`config.mk`:
```
export PLATFORM = sky130hd
export DESIGN_NAME = fcm_ctrl
export DESIGN_NICKNAME = d
export VERILOG_FILES = /design/src/hdl/fcm_pkg.sv /design/src/hdl/fcm_ctrl.sv
export SDC_FILE = /design/constraint.sdc
export NUM_CORES = 1
export LEC_CHECK = 0
export ABC_AREA = 0
export BUFFER_PORTS_ARGS = -buffer_cell sky130_fd_sc_hd__buf_2
export CORE_UTILIZATION = 30
export CTS_CLUSTER_DIAMETER = 100
export DETAILED_ROUTE_END_ITERATION = 7
export PLACE_DENSITY = 0.52
export SLEW_MARGIN = 5
export SYNTH_ARGS = -nofsm -noshare
export SYNTH_HDL_FRONTEND = slang
export SYNTH_SLANG_ARGS = --single-unit
```
`constraint.sdc`:
```
create_clock -name clk -period 2.6 [get_ports clk]
set_input_delay 0.65 -clock clk [delete_from_list [all_inputs] [get_ports clk]]
set_output_delay 0.65 -clock clk [all_outputs]
set_load 0.1 [all_outputs]
```
`src/hdl/fcm_pkg.sv`:
```
// ----------------------------------------------------------------------------
// fcm_pkg
// Shared constants, opcodes and controller/datapath handshake types for the
// FAT chain manager.
// ----------------------------------------------------------------------------
`timescale 1ns / 1ps

package fcm_pkg;

    localparam int DATA_W            = 16;
    localparam int OP_W              = 3;
    localparam int IDX_W             = 13;
    localparam int POS_W             = 13;
    localparam int CFG_W             = 14;
    localparam int CMP_W             = 17;
    localparam int TABLE_ENTRIES_DEF = 8192;

    localparam logic [DATA_W-1:0] END_MARK   = 16'hFFFF;
    localparam logic [CFG_W-1:0]  USED_RESET = 14'd8192;

    typedef enum logic [OP_W-1:0] {
        OP_LOAD   = 3'd0,
        OP_READ   = 3'd1,
        OP_LOCATE = 3'd2,
        OP_APPEND = 3'd3,
        OP_FREE   = 3'd4,
        OP_COUNT  = 3'd5
    } op_t;

    typedef enum logic [1:0] {
        RD_IDX  = 2'd0,
        RD_CUR  = 2'd1,
        RD_SCAN = 2'd2
    } rd_sel_t;

    typedef enum logic [1:0] {
        WR_LOAD  = 2'd0,
        WR_TAIL  = 2'd1,
        WR_MARK  = 2'd2,
        WR_CLEAR = 2'd3
    } wr_sel_t;

    typedef struct packed {
        logic    load_in;
        logic    rd_en;
        rd_sel_t rd_sel;
        logic    wr_en;
        wr_sel_t wr_sel;
        logic    cur_from_mem;
        logic    res_mem;
        logic    res_cur;
        logic    res_zero;
        logic    res_inc;
        logic    res_fresh;
        logic    set_bad;
        logic    pos_inc;
        logic    steps_inc;
        logic    scan_init;
        logic    scan_step;
        logic    out_load;
    } fcm_cmd_t;

    typedef struct packed {
        op_t  op;
        logic idx_ok;
        logic head_end;
        logic cur_end;
        logic cur_ok;
        logic step_done;
        logic nx_term;
        logic steps_ge_lim;
        logic scan_more;
        logic rd_vld;
        logic rd_zero;
        logic out_free;
    } fcm_sts_t;

endpackage

```
`src/hdl/fcm_ctrl.sv`:
```
// ----------------------------------------------------------------------------
// fcm_ctrl
// Sequencer: decodes the opcode and steps the datapath through table reads,
// writes, chain walks and scans.
// ----------------------------------------------------------------------------
`timescale 1ns / 1ps

module fcm_ctrl
    import fcm_pkg::*;
(
    input  logic     clk,
    input  logic     rst_n,
    input  logic     req_valid,
    output logic     req_ready,
    input  fcm_sts_t sts,
    output fcm_cmd_t cmd
);

    typedef enum logic [12:0] {
        S_IDLE       = 13'b0_0000_0000_0001,
        S_DECODE     = 13'b0_0000_0000_0010,
        S_READ_WAIT  = 13'b0_0000_0000_0100,
        S_LOC_CHECK  = 13'b0_0000_0000_1000,
        S_LOC_WAIT   = 13'b0_0000_0001_0000,
        S_TAIL_CHECK = 13'b0_0000_0010_0000,
        S_TAIL_WAIT  = 13'b0_0000_0100_0000,
        S_SCAN       = 13'b0_0000_1000_0000,
        S_LINK       = 13'b0_0001_0000_0000,
        S_MARK       = 13'b0_0010_0000_0000,
        S_FREE_CHECK = 13'b0_0100_0000_0000,
        S_FREE_WAIT  = 13'b0_1000_0000_0000,
        S_DONE       = 13'b1_0000_0000_0000
    } state_t;

    state_t state_reg;
    state_t state_next;

    assign req_ready = (state_reg == S_IDLE);

    always_ff @(posedge clk or negedge rst_n)
    begin
        if (!rst_n)
        begin
            state_reg <= S_IDLE;
        end
        else
        begin
            state_reg <= state_next;
        end
    end

    always_comb
    begin
        state_next = state_reg;
        cmd        = '0;
        case (state_reg)
            S_IDLE:
            begin
                if (req_valid)
                begin
                    cmd.load_in = 1'b1;
                    state_next  = S_DECODE;
                end
            end
            S_DECODE:
            begin
                case (sts.op)
                    OP_LOAD:
                    begin
                        if (sts.idx_ok)
                        begin
                            cmd.wr_en  = 1'b1;
                            cmd.wr_sel = WR_LOAD;
                        end
                        state_next = S_DONE;
                    end
                    OP_READ:
                    begin
                        if (sts.idx_ok)
                        begin
                            cmd.rd_en  = 1'b1;
                            cmd.rd_sel = RD_IDX;
                            state_next = S_READ_WAIT;
                        end
                        else
                        begin
                            state_next = S_DONE;
                        end
                    end
                    OP_LOCATE:
                    begin
                        state_next = sts.head_end ? S_DONE : S_LOC_CHECK;
                    end
                    OP_APPEND:
                    begin
                        if (sts.head_end)
                        begin
                            cmd.scan_init = 1'b1;
                            state_next    = S_SCAN;
                        end
                        else
                        begin
                            state_next = S_TAIL_CHECK;
                        end
                    end
                    OP_FREE:
                    begin
                        state_next = S_FREE_CHECK;
                    end
                    OP_COUNT:
                    begin
                        cmd.res_zero  = 1'b1;
                        cmd.scan_init = 1'b1;
                        state_next    = S_SCAN;
                    end
                    default:
                    begin
                        state_next = S_DONE;
                    end
                endcase
            end
            S_READ_WAIT:
            begin
                cmd.res_mem = 1'b1;
                state_next  = S_DONE;
            end
            S_LOC_CHECK:
            begin
                if (sts.step_done)
                begin
                    cmd.res_cur = 1'b1;
                    state_next  = S_DONE;
                end
                else if (sts.cur_end)
                begin
                    state_next = S_DONE;
                end
                else if (!sts.cur_ok)
                begin
                    cmd.set_bad = 1'b1;
                    state_next  = S_DONE;
                end
                else
                begin
                    cmd.rd_en  = 1'b1;
                    cmd.rd_sel = RD_CUR;
                    state_next = S_LOC_WAIT;
                end
            end
            S_LOC_WAIT:
            begin
                cmd.cur_from_mem = 1'b1;
                cmd.pos_inc      = 1'b1;
                state_next       = S_LOC_CHECK;
            end
            S_TAIL_CHECK:
            begin
                if (!sts.cur_ok)
                begin
                    cmd.set_bad = 1'b1;
                    state_next  = S_DONE;
                end
                else
                begin
                    cmd.rd_en  = 1'b1;
                    cmd.rd_sel = RD_CUR;
                    state_next = S_TAIL_WAIT;
                end
            end
            S_TAIL_WAIT:
            begin
                if (sts.nx_term)
                begin
                    cmd.scan_init = 1'b1;
                    state_next    = S_SCAN;
                end
                else if (sts.steps_ge_lim)
                begin
                    // chain loops back on itself
                    cmd.set_bad = 1'b1;
                    state_next  = S_DONE;
                end
                else
                begin
                    cmd.steps_inc    = 1'b1;
                    cmd.cur_from_mem = 1'b1;
                    state_next       = S_TAIL_CHECK;
                end
            end
            S_SCAN:
            begin
                if (sts.scan_more)
                begin
                    cmd.rd_en     = 1'b1;
                    cmd.rd_sel    = RD_SCAN;
                    cmd.scan_step = 1'b1;
                end
                if (sts.rd_vld && sts.rd_zero)
                begin
                    if (sts.op == OP_APPEND)
                    begin
                        cmd.res_fresh = 1'b1;
                        state_next    = S_LINK;
                    end
                    else
                    begin
                        cmd.res_inc = 1'b1;
                    end
                end
                else if (!sts.scan_more && !sts.rd_vld)
                begin
                    if (sts.op == OP_APPEND)
                    begin
                        cmd.set_bad = 1'b1;
                    end
                    state_next = S_DONE;
                end
            end
            S_LINK:
            begin
                if (!sts.head_end)
                begin
                    cmd.wr_en  = 1'b1;
                    cmd.wr_sel = WR_TAIL;
                end
                state_next = S_MARK;
            end
            S_MARK:
            begin
                cmd.wr_en  = 1'b1;
                cmd.wr_sel = WR_MARK;
                state_next = S_DONE;
            end
            S_FREE_CHECK:
            begin
                if (sts.cur_end)
                begin
                    state_next = S_DONE;
                end
                else if (!sts.cur_ok)
                begin
                    cmd.set_bad = 1'b1;
                    state_next  = S_DONE;
                end
                else
                begin
                    cmd.rd_en  = 1'b1;
                    cmd.rd_sel = RD_CUR;
                    state_next = S_FREE_WAIT;
                end
            end
            S_FREE_WAIT:
            begin
                cmd.wr_en        = 1'b1;
                cmd.wr_sel       = WR_CLEAR;
                cmd.cur_from_mem = 1'b1;
                state_next       = S_FREE_CHECK;
            end
            S_DONE:
            begin
                if (sts.out_free)
                begin
                    cmd.out_load = 1'b1;
                    state_next   = S_IDLE;
                end
            end
            default:
            begin
                state_next = S_IDLE;
            end
        endcase
    end

endmodule

```
Word level (Yosys, flattened, before mapping)
Cells that the tools add are included.

Register bits after elaboration: 13. Latch bits: 0. Bits in writable memories: 0. ROM bits: 0. Output and inout port bits: 20. Logic and storage cells: 91. Memories: 0.

Add/sub/neg operators: 0. Multipliers: 0. Div/mod/pow operators: 0. $lt $le $gt $ge: 0. Equality and inequality tests: 22. Shifts and indexed selects: 0. Multiplexer cells: 60. Bitwise operators: 0. Reduce and logical (&&, ||, !) cells: 8.

Operator list (number): 13-bit two-way mux (15); 13-bit one-hot mux with 12 select lines (1); 13-bit one-hot mux with 5 select lines (1); 1-bit two-way mux (26); 3-bit two-way mux (8); 3-bit one-hot mux with 5 select lines (1); 13-bit by 1-bit == test with 1-bit output, second input constant (1); 13-bit by 10-bit == test with 1-bit output, second input constant (1); 13-bit by 11-bit == test with 1-bit output, second input constant (1); 13-bit by 12-bit == test with 1-bit output, second input constant (1); 13-bit == test, second input constant (1); 13-bit by 2-bit == test with 1-bit output, second input constant (1); 13-bit by 3-bit == test with 1-bit output, second input constant (1); 13-bit by 4-bit == test with 1-bit output, second input constant (1); 13-bit by 5-bit == test with 1-bit output, second input constant (1); 13-bit by 6-bit == test with 1-bit output, second input constant (1); 13-bit by 7-bit == test with 1-bit output, second input constant (1); 13-bit by 8-bit == test with 1-bit output, second input constant (1); 13-bit by 9-bit == test with 1-bit output, second input constant (1); 3-bit one-hot mux with 4 select lines (1); 8-bit two-way mux (1); 3-bit by 2-bit == test with 1-bit output, second input constant (2); 3-bit == test, second input constant (2); 3-bit != test, second input constant (2); 10 further kinds (17).

Depth between registers and ports, before layout
Word-level depth: 5. Depth in mapped cells: 6.

Least setup slack after synthesis
No wires, ideal clock.

Path kind: register -> output. Start: register state_reg[4]. End: output port cmd[12] (netlist name). Data arrival time: 4.200 ns. Slack: -2.250 ns. Cell stages (with the launch flop): 5. Cell sequence: dfrtp_1 > buf_6 > nor4_2 > nand3_1 > o41ai_1.

RTL lines: start: declaration (line fcm_ctrl.sv:35) `state_t state_reg;`; start signal: assignment (line fcm_ctrl.sv:48) `state_reg <= state_next;`; end: declaration (line fcm_ctrl.sv:16) `output fcm_cmd_t cmd`.

==> impl_summary.md <==
Status
The flow ran to the end, but the final reports show violations. The checks that failed: negative setup slack.

STA
Of the available clock period, the critical path in the final layout requires 1.146. The maximum clock frequency is roughly 340 MHz. The clock arrives with roughly 0.0055 ns of skew. The final-report hold violation count was 0. Setup repair after global routing could not meet its margin everywhere. In the final timing run, aggregate negative setup slack is -3.037 ns.

Setup violations remaining at the end of the flow were counted as 17. Hold timing on the final database bottoms out at a slack of 0.2772 ns. Measured against its own limit, the worst slew margin works out to 0.7278.

The final period demand of the worst path is 2.979 ns. The final-report max-slew violation count is 0. The smallest setup slack after layout is -0.3787 ns.

The transition time at the pin with the least slew margin is 0.3980 ns.

Finish
In the layout the commonest cells are 36 x sky130_fd_sc_hd__buf_4, 20 x sky130_fd_sc_hd__buf_12, 16 x sky130_fd_sc_hd__buf_2. The number of flip-flops in the largest register is 13. The most common library cell in the layout ignoring fill and taps is sky130_fd_sc_hd__buf_4. In the final design database the tool counted ~240 nets. Compared with the post-synthesis result, the final layout area differs by 100.9%. 0 antenna diodes ended up in the layout. Summing all multi-input logic gate instances after layout gives 0.001018 mm². Across the whole layout, storage elements account for 327.8 µm². Of the cells placed in the final design, the portion with a size suffix greater than 1 is 0.5556. The final standard cell utilization of the core is 0.6330. The count of filler cells inserted in the layout is 324.

Floorplanning
The number of primary I/O pins is 37. The core region is 0.003689 mm². The total number of placement rows is 22. The initial utilization of the core area, before any placement, comes to 0.3151. The die covers about 0.0041 mm². The height of the die is 64.25 µm. Measured along the x axis, the die boundary spans 64.25 µm.

Synthesis
The share of synthesized area in the top cell type comes to 0.2583. The synthesized design spends more area on one cell type than any other, namely sky130_fd_sc_hd__dfrtp_1. The share of flip-flops with an asynchronous set or reset after synthesis is 1.000. The synthesized-area fraction occupied by xor and xnor cells is 0.03767. The compound-cell area share of the yosys netlist came to 0.1712. The post-synthesis share of cell area spent on full adders, half adders and majority gates is 0.

Counting every net in the synthesized netlist gives around 170. After synthesis the netlist holds a flip-flop and latch count of 13. After synthesis, the largest family of logic cells by area is simple AND/OR/NAND/NOR gates.

The combined area of all synthesized cells is between 0.001 and 0.0015 mm². Of the total synthesized cell area, the portion taken by AND, OR, NAND and NOR gates is 0.4360. The synthesized design contains 0 enable-type register cells. In the post-synthesis netlist, the biggest area contributors are sky130_fd_sc_hd__dfrtp_1 26%, sky130_fd_sc_hd__nor2_1 5.8%, sky130_fd_sc_hd__nor3_1 3.9%.

Counting distinct cell types in the post-synthesis netlist gives 48. The synthesized instance count is 150. The average cell area after synthesis is 7.749 µm².

The Yosys step of the flow raised 0 warnings. For this run, the register share of the synthesized area comes to 0.2809. Measured against the total synthesized area, the mux share comes to 0. The main flop type after synthesis is sky130_fd_sc_hd__dfrtp_1.

Routing
Dividing the detail-routed via count by the number of cells gives 5.421. After detailed routing, the number of remaining DRC violations is 0. The violation count after the first detailed-route iteration is 115. The final route contains 1,480 vias. Dividing the detail-routed wire length by the instance count gives between 15 and 20 µm. The number of optimization iterations in the first detailed-route pass is 4. The antenna violation net count after detailed routing is 0. The post-detailed-routing wire length is 4419 µm.

Placement
Routability-driven placement finished with a final weighted congestion of 0.9323. The count of input and output buffers is 36. Once detailed placement completed, the half-perimeter wirelength came to 3352 µm.

Critical path
The worst setup path is captured at an output pin. The critical path launch point type is a flop. Along the worst path, the maximum fanout reaches 3. The critical path arrival is between 2 and 2.5 ns.

The critical path is of the flop to output pin type. The endpoint required time on the critical path is slightly below 2 ns.

Power and ir drop
The internal power contribution is 0.0007554 W. In this run the power spent charging and discharging nets is 0.0006379 W. Of the total power, combinational logic draws 0.675. Of the total power, the clock network draws 0.134. The switching fraction of total power is 0.4578. Total power for the finished layout comes to about 0.0014 W. The sequential share of power is 0.191. VDD sags by at most 0.3327 mV.

Summed over all cells, the static leakage comes to 1.014 nW. The power density over the cells is 596.8 mW/mm².

Clock network
The TritonCTS sink count is 13. At the later pin of the worst-skew pair, clock insertion delay measures around 0.25 ns. The longest clock path from root to sink contains 2 buffers.

CTS built an H-tree with a depth of 1. The number of buffers added by the clock tree synthesis step is 3. TritonCTS built the clock tree. Clock-pin slew was measured on the worst setup and hold paths at roughly 0.060 ns. In this run, post-CTS hold repair placed 0 buffers. CTS placed an instance of sky130_fd_sc_hd__clkbuf_8 at the clock tree root.

GRT
Entering global routing, the biggest net connects 14 pins. For this run, the total global-route usage over all layers was measured as 0.2282. The highest-utilization routing layer at the global route stage is met2. The first global-routing pass estimated 7203 µm of wire. The initial antenna violation count is 0. The routing usage on met3 is 0.04286. For this run, global-route usage on met1 was measured as 0.2562. The met2 demand-to-capacity share in global routing is 0.4039. The via count of the first global-routing pass was 1,506. After global routing the overflow that remains totals 0.

Flow run
Across the run, the number of max-cap violations was 0.

Min path
The tightest min-delay check is of the input port to asynchronous set/reset pin type.
## cells by family after synthesis
| family | Yosys count |
|---|---|
| and+or+nand+nor | 86 |
| AOI/OAI and AO/OA | 27 |
| buffers and inverters | 19 |
| DFF | 13 |
| xor gates and xnor gates | 5 |
## power groups by stage
| stage | combinational (W) | clock, W | sequential [W] |
|---|---|---|---|
| 2_1_floorplan | 0.000473 | 0 | 0.000251 |
| 3_3_place_gp | 0.000737 | 0 | 0.000261 |
| 3_5_place_dp | 0.000744 | 0 | 0.000264 |
| 4_1_cts | 0.000838 | 0.000188 | 0.000262 |
| 5_1_grt | 0.000997 | 0.000208 | 0.000268 |
| 6_report | 0.000940 | 0.000187 | 0.000266 |
## worst max-delay path: stages (launching register included)
cell	delay [ns]
sky130_fd_sc_hd__dfrtp_1	0.37
sky130_fd_sc_hd__or4_4	0.53
sky130_fd_sc_hd__or4_4	0.53
sky130_fd_sc_hd__a21oi_4	0.17
sky130_fd_sc_hd__a21oi_4	0.08
sky130_fd_sc_hd__o221ai_4	0.20
sky130_fd_sc_hd__buf_12	0.20
## path summary, 6_finish.rpt
kind                                               start                       end  slack (ns)  cells after the start
worst min register to register  state_reg[4]$_DFFE_PN0P_  state_reg[4]$_DFFE_PN0P_        0.68                      3
max in group asynchronous                          rst_n  state_reg[0]$_DFFE_PN1P_        2.05                      1
min in group clk                               req_valid  state_reg[0]$_DFFE_PN1P_        0.58                      2
worst max register to register  state_reg[4]$_DFFE_PN0P_  state_reg[0]$_DFFE_PN1P_        0.51                      9
worst min-delay path                               rst_n  state_reg[7]$_DFFE_PN0P_        0.28                      1
worst max-delay path            state_reg[4]$_DFFE_PN0P_                   cmd[17]       -0.38                      6
## area by class of cell
class,count,share of cell area
well taps,48,0.02572
clock inverters,1,0.002144
inverters,12,0.02733
repair buffers,78,0.3505
flip-flops and latches,13,0.1404
multi-input cells,118,0.4362
clock buffers,3,0.01768
## through the flow
step | instances | cell area (µm²) | worst slack, ns
final | 273 | 2335 | -0.3787
after global routing | 273 | 2335 | -0.4344
after CTS | 265 | 2222 | -0.3643
after detailed placement | 252 | 2008 | -0.1060
after global placement | 252 | 2008 | -0.09418
after floorplan | 150 | 1321 | -0.3875
## cells in the mapped netlist (2+ instances only)
| cell | n |
|---|---|
| sky130_fd_sc_hd__nor2_1 | 18 |
| sky130_fd_sc_hd__dfrtp_1 | 12 |
| sky130_fd_sc_hd__inv_1 | 12 |
| sky130_fd_sc_hd__nand2_1 | 12 |
| sky130_fd_sc_hd__nor3_1 | 9 |
| sky130_fd_sc_hd__nand3_1 | 8 |
| sky130_fd_sc_hd__a21oi_1 | 5 |
| sky130_fd_sc_hd__nand4_1 | 5 |
| sky130_fd_sc_hd__and3_1 | 4 |
| sky130_fd_sc_hd__nor4b_1 | 4 |
| sky130_fd_sc_hd__xor2_1 | 4 |
| sky130_fd_sc_hd__buf_2 | 3 |
| sky130_fd_sc_hd__nand4b_1 | 3 |
| sky130_fd_sc_hd__nor2b_1 | 3 |
| sky130_fd_sc_hd__o21ai_0 | 3 |
| sky130_fd_sc_hd__o31ai_1 | 3 |
| sky130_fd_sc_hd__a211o_1 | 2 |
| sky130_fd_sc_hd__a21oi_2 | 2 |
| sky130_fd_sc_hd__and2_1 | 2 |
| sky130_fd_sc_hd__and4_1 | 2 |
| sky130_fd_sc_hd__clkbuf_1 | 2 |
| sky130_fd_sc_hd__nand2b_1 | 2 |
| sky130_fd_sc_hd__o41ai_1 | 2 |
| sky130_fd_sc_hd__or3_1 | 2 |
| sky130_fd_sc_hd__or4_1 | 2 |
| sky130_fd_sc_hd__or4_4 | 2 |
## repair_timing
item	4_1_cts	5_1_grt
resized for setup	22	10
gates cloned	0	0
setup endpoints to repair	18	18
pin swaps	13	13
buffers inserted	9	8
## metal layers
layer | part of all wire | wire [µm]
met1 | 0.40 | 1760
met2 | 0.50 | 2205
met3 | 0.065 | 287
met4 | 0.037 | 165
met5 | 0 | 0
Note: power is estimated with default switching activity, not from simulation.
